===== config.mk =====
export PLATFORM = sky130hd
export DESIGN_NAME = trwm_ram
export DESIGN_NICKNAME = d
export VERILOG_FILES = /design/src/rtl/core/trwm_ram.sv
export SDC_FILE = /design/constraint.sdc
export NUM_CORES = 1
export LEC_CHECK = 0
export BUFFER_PORTS_ARGS = -buffer_cell sky130_fd_sc_hd__buf_2
export CORE_MARGIN = 2
export CORE_UTILIZATION = 53
export CTS_CLUSTER_DIAMETER = 40
export DETAILED_ROUTE_END_ITERATION = 16
export PLACE_DENSITY = 0.7
export RECOVER_POWER = 50
export SLEW_MARGIN = 15
export SYNTH_ARGS = -nofsm -noshare
export SYNTH_HDL_FRONTEND = slang
export SYNTH_SLANG_ARGS = --single-unit

===== constraint.sdc =====
create_clock -name clk -period 3.7 [get_ports clk]
set_input_delay 0.37 -clock clk [delete_from_list [all_inputs] [get_ports clk]]
set_output_delay 0.37 -clock clk [all_outputs]
set_load 0.02 [all_outputs]

===== src/rtl/core/trwm_ram.sv =====
module trwm_ram #(
	parameter int DEPTH = 16,
	parameter int WIDTH = 8,
	parameter int AW    = $clog2(DEPTH)
) (
	input  logic             clk,
	input  logic [AW-1:0]    addr,
	input  logic             we,
	input  logic [WIDTH-1:0] wdata,
	output logic [WIDTH-1:0] rdata
);

	logic [WIDTH-1:0] mem [DEPTH];

	always_ff @(posedge clk) begin
		if (we) begin
			mem[addr] <= wdata;
		end
		rdata <= mem[addr];
	end

endmodule


-- Yosys cells after proc, flatten, opt, wreduce, memory -nomap -nowiden
Memories as Yosys holds them, arrays and structs flattened. A register that Yosys moved wholly into a read port is not among the register bits.
Cells that the tools add are included.
- add/subtract/negate cells: 0
- $mul: 0
- div/mod/pow operators: 0
- order comparisons: 0
- equal/unequal tests: 0
- shift operators: 0
- multiplexer cells: 2
- bitwise operators: 0
- reductions and logical operators: 0
- operators by type and width (operator ; number):
    $mux W1 ; 2
- register bits: 0
- bits in latches: 0
- memory bits (writable): 128
- memory bits (read-only): 0
- output and inout port bits: 8
- memories: 1
- memory list (name ; words ; bits a word ; rd ports ; clocked after Yosys merged registers in ; wr ports ; RTL line ; RTL):
    mem ; 16 ; 8 ; 1 ; 1 ; 1 ; 13 ; logic [WIDTH-1:0] mem [DEPTH];

-- Longest topological paths before layout
- depth after elaboration: 2
- mapped depth: 5
- depth with buffers taken out: 3

-- Worst setup path after synthesis
OpenSTA, ideal clock, no wires.
- path kind: input to register
- start point: input port addr[2]
- end point: memory mem[0][0], enable pin
- arrival: 1480 ps
- data required time: 3317 ps
- setup slack: 1837 ps
- cell stages on the path: 2
- cell sequence: or3b_2 nor3_1
- RTL lines (what ; RTL line ; RTL):
    start, declared ; 7 ; input logic [AW-1:0] addr,
    end, declared ; 13 ;
No word-level cell before the write port.

-- Worst setup path in the final report
- start point: input port addr[0]
- end point: memory mem[15][3], enable pin
No word-level cell before the write port.

==> flow_summary.yaml <==
outcome:
  status: "finished, final reports clean"
flow_run:
  timing.max_cap.violations: 0
die:
  ios: 22
  fp-row-count: 35
  core_area_um2: 9240
  die_area_um2: 10360
  initial_core_util_pct: 54.84
  die_h_um: 101.8
  die_w_um: 101.8
cts:
  cts.clk_slew.worst_paths_ns: 0.06
  cts_hold_buffers: 0
  ctsHtreeMaxLevel: 4
  cts-buffers-inserted: 17
  insertion_delay_ns: 0.51
  clockRootBuffer: "clkbuf_8"
  cts_resized: 0
  cts_tree: "yes"
  post_cts_buffers: 0
  clockBufferDepth: 2
  clock_sinks: 136
yosys:
  synth-seq-cells: 136
  syn_nets: 244
  syn_inst: 230
  yosysUniqueCellTypes: 18
  synth_area_leaders: "edfxtp_1, mux4_2, dfxtp_1, a22oi_1, nor2_1"
  yosysWarnings: 0
  synth_area_per_cell_um2: 22.03
  synth_top_area_share_pct: 75.85
  synth_top_area_cell: "edfxtp_1"
  mappedNetlistArea_um2: 5067
  seq_area_frac_synth_pct: 79.01
timing:
  slew_headroom_pct: 33.87
  finalCriticalPeriod_ns: 1.953
  setup_tns_ns: 0
  skew_ns: 0.007368
  setup-violations-final: 0
  fmax_mhz: 512.0
  fin_hold_ws_ns: 0.3935
  finalCritPeriodShare_pct: 52.78
  slew_viol_final: 0
  rsz0062_at_grt: "no"
  tightest_slew_ns: 0.9919
  finalHoldViolations: 0
grt:
  grt_first_pass_wirelength_um: 14900
  grt_usage_pct: 21.29
  antenna_found_initial: 0
  grt_pass1_vias: 2505
  grt_max_degree: 33
  grt_remaining_overflow: 0
drt:
  drc_errors: 0
  wirelength_um: 9926
  viasPerCell: 5.804
  wl_per_cell_um: 24.27
  first_pass_iters: 4
  antenna_left: 0
  vias: 2374
  dr.first_iter.drc_count: 127
final_layout:
  fillers: 618
  final_nets: 281
  antenna_cells: 0
  instances_no_fill: 409
  multi_input_area_um2: 1003
  area_delta_synth_final_pct: 16.32
  seq_area_um2: 4004
  drive_gt1_share_pct: 27.86
critical_path:
  end_kind: "flop"
  startpoint_type: "primary input"
  worstSetupPathType: "primary input to flop"
  path_max_fanout: 30
  crit_arrival_ns: 2.09
  critPathRequiredTime_ns: 3.84
place:
  gp_congestion: 0.7662
  port_buffers: 21
  place_hpwl_um: 5909
  place_inst: 377
pwr:
  p_per_area_nw_per_um2: 594.6
  vdd_ir_drop_max_uv: 267.9
  p_leak_nw: 1.895
min_path:
  worstHoldPathType: "primary input to flop"
==> stage by stage <==
| step | total power [mW] | utilization, % | setup slack, ns | area, µm² |
|---|---|---|---|---|
| 3_3_place_gp | 1.926 | 57.73 | 1.219 | 5334 |
| 3_5_place_dp | 1.930 | 57.73 | 1.147 | 5334 |
| 4_1_cts | 3.529 | 64.01 | 1.681 | 5914 |
| 2_1_floorplan | 1.864 | - | 1.837 | 5067 |
| 5_1_grt | 3.598 | 63.79 | 1.541 | 5894 |
| 6_report | 3.505 | 63.79 | 1.747 | 5894 |
==> layout make-up <==
cell class / count / area share (%)
Timing Repair Buffer: 29 / 2.462
Multi-Input combinational cell: 83 / 17.02
Sequential cell: 136 / 67.93
Tap cell: 129 / 2.738
Clock inverter: 12 / 2.123
Clock buffer: 20 / 7.727
==> cells in the final DEF (no fill, tap or decap) <==
cell type	count
dfxtp_1	8
nand3b_1	2
or3b_2	1
a22oi_1	16
clkbuf_1	16
nand3_1	1
nand2b_1	2
mux4_2	32
buf_2	5
clkinv_2	5
edfxtp_1	128
nor2b_1	2
nor2_1	13
clkinvlp_4	3
and2_1	1
bufinv_16	2
nor3_1	4
clkinv_4	2
clkbuf_8	4
clkbuf_16	16
nand2_1	9
buf_4	8
==> sequential cells by signal, summed over array words and instances (netlist names) <==
| name | count |
|---|---|
| mem | 128 |
| rdata | 8 |
==> logic make-up (layout without fill, tap and decap cells) <==
kind of cell	Yosys count	count (layout)	synth area share, %
multiplexers	32	32	14.22
AND/OR/NAND/NOR	35	35	3.210
buffers and inverters	11	61	1.185
flip-flops	136	136	79.01
AO/OA/AOI/OAI	16	16	2.370
==> where the power goes <==
| part | total [mW] | internal, mW | leakage [nW] | switching, mW |
|---|---|---|---|---|
| Sequential | 1.73 | 1.72 | 1.22 | 0.0110 |
| Clock | 1.61 | 1.01 | 0.282 | 0.604 |
| Combinational | 0.160 | 0.0593 | 0.389 | 0.101 |
==> worst paths after layout <==
kind	start	depth (start not counted)	slack [ns]	end
worst min register to register	mem[15][5]	3	0.66	rdata[5]
worst min-delay path	addr[1]	2	0.39	mem[4][2]
worst max-delay path	addr[0]	3	1.75	mem[15][3]
worst max register to register	mem[2][1]	3	2.30	rdata[1]
==> critical path: stages <==
cell	delay, ns
buf_2	0.74
nand2_1	0.27
nor2_1	0.70
==> routing by layer <==
layer | GRT usage [%] | share of wire [%]
met5 | 0 | 0
met4 | 6.965 | 1.2
met2 | 34.06 | 52
met3 | 6.349 | 8.0
met1 | 28.49 | 39
==> cell usage after synthesis <==
library cell,instances
edfxtp_1,128
nand2b_1,2
or3b_2,1
nand3b_1,2
nor2b_1,2
nor3_1,4
a22oi_1,16
clkbuf_2,1
nand2_1,9
nor2_1,13
and2_1,1
mux4_2,32
buf_1,4
clkbuf_1,2
dfxtp_1,8
buf_2,2
nand3_1,1
buf_6,2
(Power assumes the default switching activity.)
