==> config.mk <==
export PLATFORM = sky130hd
export DESIGN_NAME = trwm_div
export DESIGN_NICKNAME = d
export VERILOG_FILES = /design/src/rtl/core/trwm_pkg.sv /design/src/rtl/core/trwm_div.sv
export SDC_FILE = /design/constraint.sdc
export NUM_CORES = 1
export LEC_CHECK = 0
export ABC_CLOCK_PERIOD_IN_PS = 3300
export BUFFER_PORTS_ARGS = -buffer_cell sky130_fd_sc_hd__buf_2
export CELL_PAD_IN_SITES_DETAIL_PLACEMENT = 0
export CELL_PAD_IN_SITES_GLOBAL_PLACEMENT = 2
export CORE_ASPECT_RATIO = 0.6
export CORE_MARGIN = 3
export CORE_UTILIZATION = 34
export DETAILED_ROUTE_END_ITERATION = 6
export PLACE_DENSITY = 0.85
export SYNTH_ARGS = -nofsm -noshare
export SYNTH_HDL_FRONTEND = slang
export SYNTH_SLANG_ARGS = --single-unit
==> constraint.sdc <==
create_clock -name clk -period 3.3 [get_ports clk]
set_input_delay 0.66 -clock clk [delete_from_list [all_inputs] [get_ports clk]]
set_output_delay 0.66 -clock clk [all_outputs]
set_load 0.01 [all_outputs]
==> src/rtl/core/trwm_pkg.sv <==
package trwm_pkg;

	localparam int NUM_IFACES      = 16;
	localparam int SLOTS_PER_IFACE = 900;
	localparam int SLOT_DEPTH      = NUM_IFACES * SLOTS_PER_IFACE;
	localparam int ADDR_W          = $clog2(SLOT_DEPTH);
	localparam int IDX_W           = $clog2(SLOTS_PER_IFACE);
	localparam int CNT_W           = $clog2(SLOTS_PER_IFACE + 1);
	localparam int IFACE_W         = 4;
	localparam int TIME_W          = 31;
	localparam int CNT64_W         = 64;
	localparam int WIN_W           = 16;
	localparam int NUM_WIN         = 3;
	localparam int NUM_RATES       = 6;
	localparam int CFG_IDX_W       = 2;

	localparam logic [CFG_IDX_W-1:0] CFG_WIN_SHORT = 2'd0;
	localparam logic [CFG_IDX_W-1:0] CFG_WIN_MID   = 2'd1;
	localparam logic [CFG_IDX_W-1:0] CFG_WIN_LONG  = 2'd2;

	localparam logic [WIN_W-1:0] WIN_SHORT_RST = 16'd60;
	localparam logic [WIN_W-1:0] WIN_MID_RST   = 16'd300;
	localparam logic [WIN_W-1:0] WIN_LONG_RST  = 16'd900;

	typedef struct packed {
		logic [CNT64_W-1:0] recv;
		logic [CNT64_W-1:0] sent;
		logic [TIME_W-1:0]  tstamp;
	} slot_t;

	typedef struct packed {
		logic busy;
		logic done;
	} div_stat_t;

	typedef enum logic [3:0] {
		ST_INIT,
		ST_IDLE,
		ST_SCAN1,
		ST_CLR,
		ST_INS,
		ST_SCAN2,
		ST_SCAN3,
		ST_DIV,
		ST_FIN
	} state_t;

endpackage

==> src/rtl/core/trwm_div.sv <==
module trwm_div
	import trwm_pkg::*;
(
	input  logic               clk,
	input  logic               arst_n,
	input  logic               start,
	input  logic [CNT64_W-1:0] dividend,
	input  logic [WIN_W-1:0]   divisor,
	output logic [CNT64_W-1:0] quotient,
	output div_stat_t          stat
);

	localparam int STEP_W = $clog2(CNT64_W);

	logic [CNT64_W-1:0] quo_q;
	logic [WIN_W-1:0]   rem_q;
	logic [WIN_W-1:0]   dvs_q;
	logic [STEP_W-1:0]  step_q;
	logic               busy_q;
	logic               done_q;
	logic [WIN_W:0]     rem_sh;
	logic               take;
	logic [WIN_W:0]     rem_nx;

	always_comb begin
		rem_sh = {rem_q, quo_q[CNT64_W-1]};
		take   = rem_sh >= {1'b0, dvs_q};
		rem_nx = take ? (rem_sh - {1'b0, dvs_q}) : rem_sh;
	end

	always_ff @(posedge clk or negedge arst_n) begin
		if (!arst_n) begin
			busy_q <= 1'b0;
			done_q <= 1'b0;
			step_q <= '0;
		end else begin
			done_q <= 1'b0;
			if (start) begin
				busy_q <= 1'b1;
				step_q <= '0;
			end else if (busy_q) begin
				step_q <= step_q + 1'b1;
				if (step_q == STEP_W'(CNT64_W - 1)) begin
					busy_q <= 1'b0;
					done_q <= 1'b1;
				end
			end
		end
	end

	always_ff @(posedge clk) begin
		if (start) begin
			quo_q <= dividend;
			rem_q <= '0;
			dvs_q <= divisor;
		end else if (busy_q) begin
			quo_q <= {quo_q[CNT64_W-2:0], take};
			rem_q <= rem_nx[WIN_W-1:0];
		end
	end

	assign quotient  = quo_q;
	assign stat.busy = busy_q;
	assign stat.done = done_q;

endmodule

# After elaboration in Yosys (flattened, before gate mapping)
# Cells that the tools add are included.
[op_classes] add_sub_neg=2 order_cmp=1 n_eq_ne=1 muxes=11 n_reduce_logical=1
[op_table] cell="64-bit two-way mux" n=2
[op_table] cell="17-bit by 16-bit greater-or-equal comparator with 1-bit output" n=1
[op_table] cell="16-bit two-way mux" n=1
[op_table] cell="16-bit subtractor" n=1
[op_table] cell="6-bit two-way mux" n=2
[op_table] cell="6-bit by 1-bit adder with 6-bit output, second input constant" n=1
[op_table] cell="6-bit equality test, second input constant" n=1
[op_table] cell="1-bit two-way mux" n=6
[op_table] cell="2-bit nonzero test" n=1
[totals] ff_bits=104 in_bits=83 out_inout_bits=66 word_cells=22

# Logic depth before layout (Yosys ltp)
# Gate-level depths: netlist of the first run.
[logic_depth] word_depth=4 depth_mapped=10 depth_no_buf=9

# Worst setup path before layout of the first run
# Ideal clock, no wire load.
[synth_timing] kind="input to register" start="in start" end="reg quo_q[0] (netlist: quotient[0]) (enable)" setup_time_ns=0.418 arrival_ns=2.776 required_ns=2.882 setup_slack_ns=0.106 stages=5 n_path_buf=3 path_cell_list="clkbuf_1 -> clkbuf_1 -> clkbuf_1 -> nor2_1 -> inv_1"
[synth_via] elab_chain_cells=1
[synth_rtl] item="start, declared" line_no="trwm_div.sv:6" text="input logic start,"
[synth_rtl] item="2-bit nonzero test (no line)"
[synth_rtl] item="end signal, assigned" line_no="trwm_div.sv:53" text="quo_q <= dividend;"
[synth_rtl] item="end signal, assigned" line_no="trwm_div.sv:57" text="quo_q <= {quo_q[CNT64_W-2:0], take};"
[synth_rtl] item="end, declared" line_no="trwm_div.sv:15" text="logic [CNT64_W-1:0] quo_q;"
# No other way between the ends.
# A chain may end at the register's enable or synchronous reset.

# Worst setup path in the final report of the first run
[layout_timing] start="reg dvs_q[7]" end="reg rem_q[9]"
[layout_via] elab_chain_cells=2 elab_cells_between_ends=3 cone_classes="add/sub: 1; order compare: 1; mux: 1"
[layout_rtl] item="start, declared" line_no="trwm_div.sv:17" text="logic [WIN_W-1:0] dvs_q;"
[layout_rtl] item="start signal, assigned" line_no="trwm_div.sv:55" text="dvs_q <= divisor;"
[layout_rtl] item="16-bit subtractor / 17-bit by 16-bit greater-or-equal comparator with 1-bit output (equally long branches)" line_no="trwm_div.sv:28, trwm_div.sv:27"
[layout_rtl] item="16-bit two-way mux (*)" line_no="trwm_div.sv:28" text="rem_nx = take ? (rem_sh - {1'b0, dvs_q}) : rem_sh;"
[layout_rtl] item="end signal, assigned" line_no="trwm_div.sv:58" text="rem_q <= rem_nx[WIN_W-1:0];"
[layout_rtl] item="end, declared" line_no="trwm_div.sv:16" text="logic [WIN_W-1:0] rem_q;"
# Mark *: on every way between the ends. The rest lies on a longest branch, timed or not.

==> metrics.cfg, run 1 <==
[clock_tree]
cts_made_buffers = 9
cts.sinks = 104
ctsResizeCount = 0
clk_root_buffer_cell = clkbuf_16
clockBufferDepth = 2
cts_setup_buffers = 0
clock_latency_ns = 0.35
ctsHoldBuffers = 0
cts_tree = done
htree_levels = 3
path_clk_slew_ns = 0.07

[logic_synthesis]
yosysTopAreaCell = edfxtp_1
synthTopCellsByCount = edfxtp_1 (80), mux2_2 (63), nand2_1 (35), nor2_1 (35)
synth_most_common_cell = edfxtp_1
synth-edff-count = 80
synthArstFlopShare_pct = 7.69
yosysTopAreaCellShare_pct = 45.5
yosysWarnings = 0
syn_area_sq_um = 5280
syn_inst = 429
seq_area_frac_synth_pct = 55.4
ys.flop_type = edfxtp_1
syn_area_per_cell_sq_um = 12.3
synthesis.nets = 530
yosys-top-cells-area = edfxtp_1 (46%), mux2_2 (13%), dfxtp_1 (6.1%)
synth-seq-cells = 104
yosys.cell_types.count = 54

[route]
first_pass_iters = 4
routedWlPerCell_um = 15.8
drc_errors = 0
wirelength_mm = 12.3
drtIter0Drc = 242
vias = 3711
vias_per_cell = 4.79
drtAntennaViolNets = 0

[die]
core-area_sq_um = 14800
dieArea_sq_um = 17100
die_h_um = 103
ios = 149
die_w_um = 167
start_util_pct = 35.6
rows = 34

[layout]
regArea_sq_um = 2920
fill_cells = 1372
num_antenna_cells = 0
area_growth_pct = 23.3
finalNonFillerCells = 775
num-nets-final = 673
layout-drive-gt1-share_pct = 42.3
multi_input_area_sq_um = 2160

[timing]
final-setup-viol-count = 0
fmax_ghz = 0.404
rsz0062_at_grt = false
worst_pin_slew_ns = 0.750
post-route-period-util_pct = 75.0
fin_worst_skew_ns = 0.00755
drv_slew = 0
hold_viol_final = 0
fin_tns_setup_ns = 0
min_period_ns = 2.48
slew_headroom_pct = 50.0

[placed_design]
io_buffers = 148
placed_cells = 759
dp_hpwl_mm = 9.17
gp_congestion = 0.814

[global_route]
overflow = 0
grt_max_degree = 65
grt_pass1_wl_mm = 18.6
groute.usage.overall_pct = 13.7
grt_pass1_vias = 3575
antenna_found_initial = 1

[critical_path]
start_kind = flop
cp.arrival_ns = 2.74
cp-end-kind = flop
rr_startpoint = dvs_q[7]
crit_start = dvs_q[7]
path_max_fanout = 10
critPathRequiredTime_ns = 3.56
crit_type = flop to flop

[power]
ir_worst_vdd_v = 0.000252
leakage_nw = 2.78
p_per_area_nw_per_um2 = 471

[flow_run]
cap_violations = 0

[worst_hold_path]
min_path_type = primary input to async pin

[status]
status = complete, no violations

-- power breakdown --
part / internal, mW / total [mW] / switching, mW
combinational: 0.216 / 0.432 / 0.216
clock: 0.533 / 1.05 / 0.515
sequential: 1.53 / 1.58 / 0.0526
-- area by class of cell --
type,count,area share (%)
Clock buffer,10,3.52
Tap cell,198,3.80
Inverter,21,1.21
Sequential cell,104,44.9
Multi-Input combinational cell,281,33.2
Clock inverter,6,0.961
Timing Repair Buffer,155,12.4
-- critical path, stage by stage, from the launching register on --
cell and delay (ns):
edfxtp_1 0.32, inv_1 0.05, ha_1 0.44, and2_1 0.24
nand4_1 0.15, a31oi_2 0.25, o31a_1 0.50, o21ai_0 0.17
a311oi_1 0.27
-- placed cells by master (no fill, tap or decap), types with 3 or more instances in the layout --
cell type | Yosys | final
buf_2 | 2 | 147
edfxtp_1 | 80 | 80
mux2_2 | 63 | 63
nor2_1 | 35 | 35
nand2_1 | 35 | 35
a21oi_1 | 21 | 21
inv_1 | 21 | 20
ha_1 | 17 | 17
dfxtp_1 | 16 | 16
a21o_1 | 9 | 9
o21ai_0 | 9 | 9
xnor2_1 | 9 | 9
clkbuf_16 | 0 | 9
nand2b_1 | 8 | 8
dfrtp_1 | 8 | 8
buf_4 | 3 | 7
a311oi_1 | 6 | 6
and2_1 | 5 | 5
nand3_1 | 5 | 5
o31ai_1 | 5 | 5
nor3b_1 | 4 | 4
xor2_1 | 4 | 4
a311oi_2 | 4 | 4
a211o_1 | 3 | 3
nand4_1 | 3 | 3
nand4b_1 | 3 | 3
-- state kept, by name, summed over array words and instances, names as in the netlist --
register and flops:
busy_q 1, done_q 1, dvs_q 16, quotient 64, rem_q 16, step_q 6
-- per-stage QoR --
step	utilization, %	setup WS (ns)	cell area, sq um	hold slack [ns]	total power, mW
after floorplan	-	0.106	5280	0.364	1.86
after global placement	41.9	0.915	6220	0.482	2.04
after detailed placement	41.9	0.863	6220	0.493	2.05
after CTS	43.9	0.834	6510	0.141	3.11
after global routing	43.9	0.580	6510	0.145	3.20
final	43.9	0.824	6510	0.148	3.06
-- per-layer routing --
| metal | GRT usage [%] | share of wire (%) |
|---|---|---|
| met3 | 4.33 | 4.2 |
| met2 | 20.2 | 44 |
| met1 | 19.9 | 51 |
| met5 | 0 | 0.057 |
| met4 | 2.79 | 0.65 |
-- worst paths after layout --
| path | cells after the start | slack (ns) | end |
|---|---|---|---|
| worst min-delay path | 1 | 0.15 | step_q[5] |
| worst max register to register | 8 | 0.82 | rem_q[9] |
| min in group clk | 1 | 0.48 | dvs_q[6] |
| worst min register to register | 2 | 0.50 | rem_q[11] |
| worst max-delay path | 8 | 0.82 | rem_q[9] |
| max in group asynchronous | 1 | 2.98 | step_q[1] |
-- cell families after synthesis --
| group | Yosys count | share of synthesized area [%] |
|---|---|---|
| xor gates and xnor gates | 13 | 2.16 |
| adders and majority gates | 18 | 4.41 |
| AOI/OAI and AO/OA | 76 | 10.7 |
| and+or+nand+nor | 109 | 9.84 |
| DFF | 104 | 55.4 |
| muxes | 65 | 13.8 |
| buffers and inverters | 44 | 3.67 |
Note: power is estimated with default switching activity, not from simulation.
==> run 2: changes to the inputs <==
--- a/config.mk
+++ b/config.mk
@@ -5,15 +5,15 @@
 export SDC_FILE = /design/constraint.sdc
 export NUM_CORES = 1
 export LEC_CHECK = 0
-export ABC_CLOCK_PERIOD_IN_PS = 3300
+export ABC_CLOCK_PERIOD_IN_PS = 2100
 export BUFFER_PORTS_ARGS = -buffer_cell sky130_fd_sc_hd__buf_2
 export CELL_PAD_IN_SITES_DETAIL_PLACEMENT = 0
 export CELL_PAD_IN_SITES_GLOBAL_PLACEMENT = 2
 export CORE_ASPECT_RATIO = 0.6
 export CORE_MARGIN = 3
-export CORE_UTILIZATION = 34
+export CORE_UTILIZATION = 30
 export DETAILED_ROUTE_END_ITERATION = 6
-export PLACE_DENSITY = 0.85
+export PLACE_DENSITY = 0.79
 export SYNTH_ARGS = -nofsm -noshare
 export SYNTH_HDL_FRONTEND = slang
 export SYNTH_SLANG_ARGS = --single-unit
==> constraint.sdc (replaced) <==
create_clock -name clk -period 2.1 [get_ports clk]
set_input_delay 0.42 -clock clk [delete_from_list [all_inputs] [get_ports clk]]
set_output_delay 0.42 -clock clk [all_outputs]
set_load 0.01 [all_outputs]
==> run 2 against run 1 <==
Effect of this change:
- the flow now finishes with violations (setup timing)
- sequential share of layout area decreased by 4.9 points
- critical path depth increased by 1
- non-clock buffer count increased by 60
- global-route usage increased by 0.092 points
- register-to-register slack got worse by 0.93 ns
- hold slack improved by 0.097 ns
- critical endpoint is now rem_q[11]
==> metrics.cfg, run 2 (synthesized netlist as in run 1, its figures left out) <==
[status]
status = complete, but fails checks
violations = setup timing

[layout]
layout-drive-gt1-share_pct = 53.5
num-nets-final = 733
area_growth_pct = 38.6
multi_input_area_sq_um = 2410
layout_commonest_cell = buf_2
fill_cells = 1571
largest_reg_flops = 64
num_antenna_cells = 0
layout_common_cells = buf_2 (147), edfxtp_1 (80), mux2_2 (63), buf_4 (57), nor2_1 (33)
regArea_sq_um = 2920
design_area_sq_um = 7310

[route]
drtIter0Drc = 284
first_pass_iters = 4
vias = 3983
highest_layer = met4
met2_length_mm = 6.07
met3_length_um = 659
routedWlPerCell_um = 15.7
met1Wirelength_mm = 6.75
wirelength_mm = 13.6
vias_per_cell = 4.60
drtAntennaViolNets = 0
drc_errors = 0

[clock_tree]
cts.sinks = 104
clock_latency_ns = 0.34
clockBufferDepth = 2
cts_tree = done
clk_root_buffer_cell = clkbuf_16
cts_made_buffers = 9
path_clk_slew_ns = 0.08
htree_levels = 3

[power]
ir_worst_vdd_v = 0.000333
leakage_nw = 3.12
p_per_area_nw_per_um2 = 684

[timing]
rsz0062_at_grt = true
post-route-period-util_pct = 105
worst_pin_slew_ns = 0.506
setup_ws_ns = -0.104
fin_worst_skew_ns = 0.00867
hold_viol_final = 0
slew_headroom_pct = 66.3
whs_ns = 0.245
fmax_ghz = 0.454
drv_slew = 0
final-setup-viol-count = 9
min_period_ns = 2.20

[global_route]
overflow = 0
grt_max_degree = 42
antenna_found_initial = 0
groute.usage.overall_pct = 13.8
grt_pass1_vias = 3925
grt_pass1_wl_mm = 20.9

[critical_path]
path_cells = inv_1 -> ha_4 -> nand2b_4 -> a211o_1 -> buf_4 -> a211o_1 -> a21o_1 -> a21o_1 -> a311oi_2
start_kind = flop
max_stage_delay_ns = 0.35
path_max_fanout = 5
cp.arrival_ns = 2.46
crit_type = flop to flop
critPathRequiredTime_ns = 2.36
cp-end-kind = flop
slowest_stage = edfxtp_1
r2r_slack_ns = -0.10

[die]
die_h_um = 109
die_w_um = 177
ios = 149
core-area_sq_um = 16700
start_util_pct = 31.6
dieArea_sq_um = 19300
rows = 36

[worst_hold_path]
min_path_type = primary input to flop

[flow_run]
cap_violations = 0

[placed_design]
dp_hpwl_mm = 10.2
gp_congestion = 0.859
io_buffers = 148
placed_area_sq_um = 6750

[run 2: cell count changes in the layout (fill, tap and decap cells not counted), moves of 3 or more]
cell,change
buf_4,+50
a21oi_1,-6
buf_6,+6
ha_1,-6
nand2_1,-6
nand2_2,+6
ha_4,+5
a21oi_2,+4
a311oi_1,-4
a311oi_2,+4
buf_12,+3
[run 2: worst max-delay path, delay by kind of cell (launching register included)]
family	cells	cell delay [ns]
simple gates	1	0.05
compound gates	5	1.20
fa+ha+maj	1	0.28
flops	1	0.35
buf+inv	2	0.24
[run 2: final timing paths]
path,start,endpoint,cells after the start
setup / recovery,dvs_q[1],rem_q[11],9
hold / removal,divisor[1],dvs_q[1],1
setup reg to reg,dvs_q[1],rem_q[11],9
hold reg to reg,rem_q[4],rem_q[5],2
max in group asynchronous,arst_n,step_q[4],2
min in group asynchronous,arst_n,step_q[1],2
[run 2: metal layers]
| layer | global-route usage (%) | vias to the layer above |
|---|---|---|
| met1 | 20.3 | 1899 |
| met2 | 20.1 | 88 |
| li1 | - | 1989 |
| met4 | 2.86 | 0 |
| met5 | 0 | - |
| met3 | 4.04 | 7 |
[run 2: where the power goes]
| group | switching (mW) | total, mW | internal (mW) |
|---|---|---|---|
| Combinational | 0.382 | 0.804 | 0.422 |
| Sequential | 0.0819 | 2.49 | 2.41 |
| Clock | 0.782 | 1.71 | 0.925 |
[run 2: repair_timing]
item                                    in CTS  in global routing
buffers inserted                             0                  3
resized for setup                           21                 32
hold endpoints to repair                     8                  0
endpoints found under the setup margin      16                 17
hold buffers                                 1                  0
pin swaps                                    4                 16
[run 2: per-stage QoR]
step	TNS (ns)	power, mW	utilization [%]	setup slack (ns)	instances
3_5_place_dp	-2.63	3.30	40.4	-0.241	845
3_3_place_gp	-2.28	3.29	40.4	-0.218	845
4_1_cts	-0.684	5.04	42.8	-0.0976	862
5_1_grt	-2.21	5.23	43.8	-0.176	865
2_1_floorplan	-10.44	2.94	-	-0.163	429
6_report	-0.362	5.00	43.8	-0.104	865
[run 2: cell type report]
| cell class | count | area share (%) |
|---|---|---|
| Clock inverter | 7 | 0.941 |
| Sequential cell | 104 | 40.0 |
| Tap cell | 228 | 3.90 |
| Clock buffer | 9 | 3.08 |
| Timing Repair Buffer | 215 | 18.1 |
| Multi-Input combinational cell | 281 | 32.9 |
| Inverter | 21 | 1.13 |
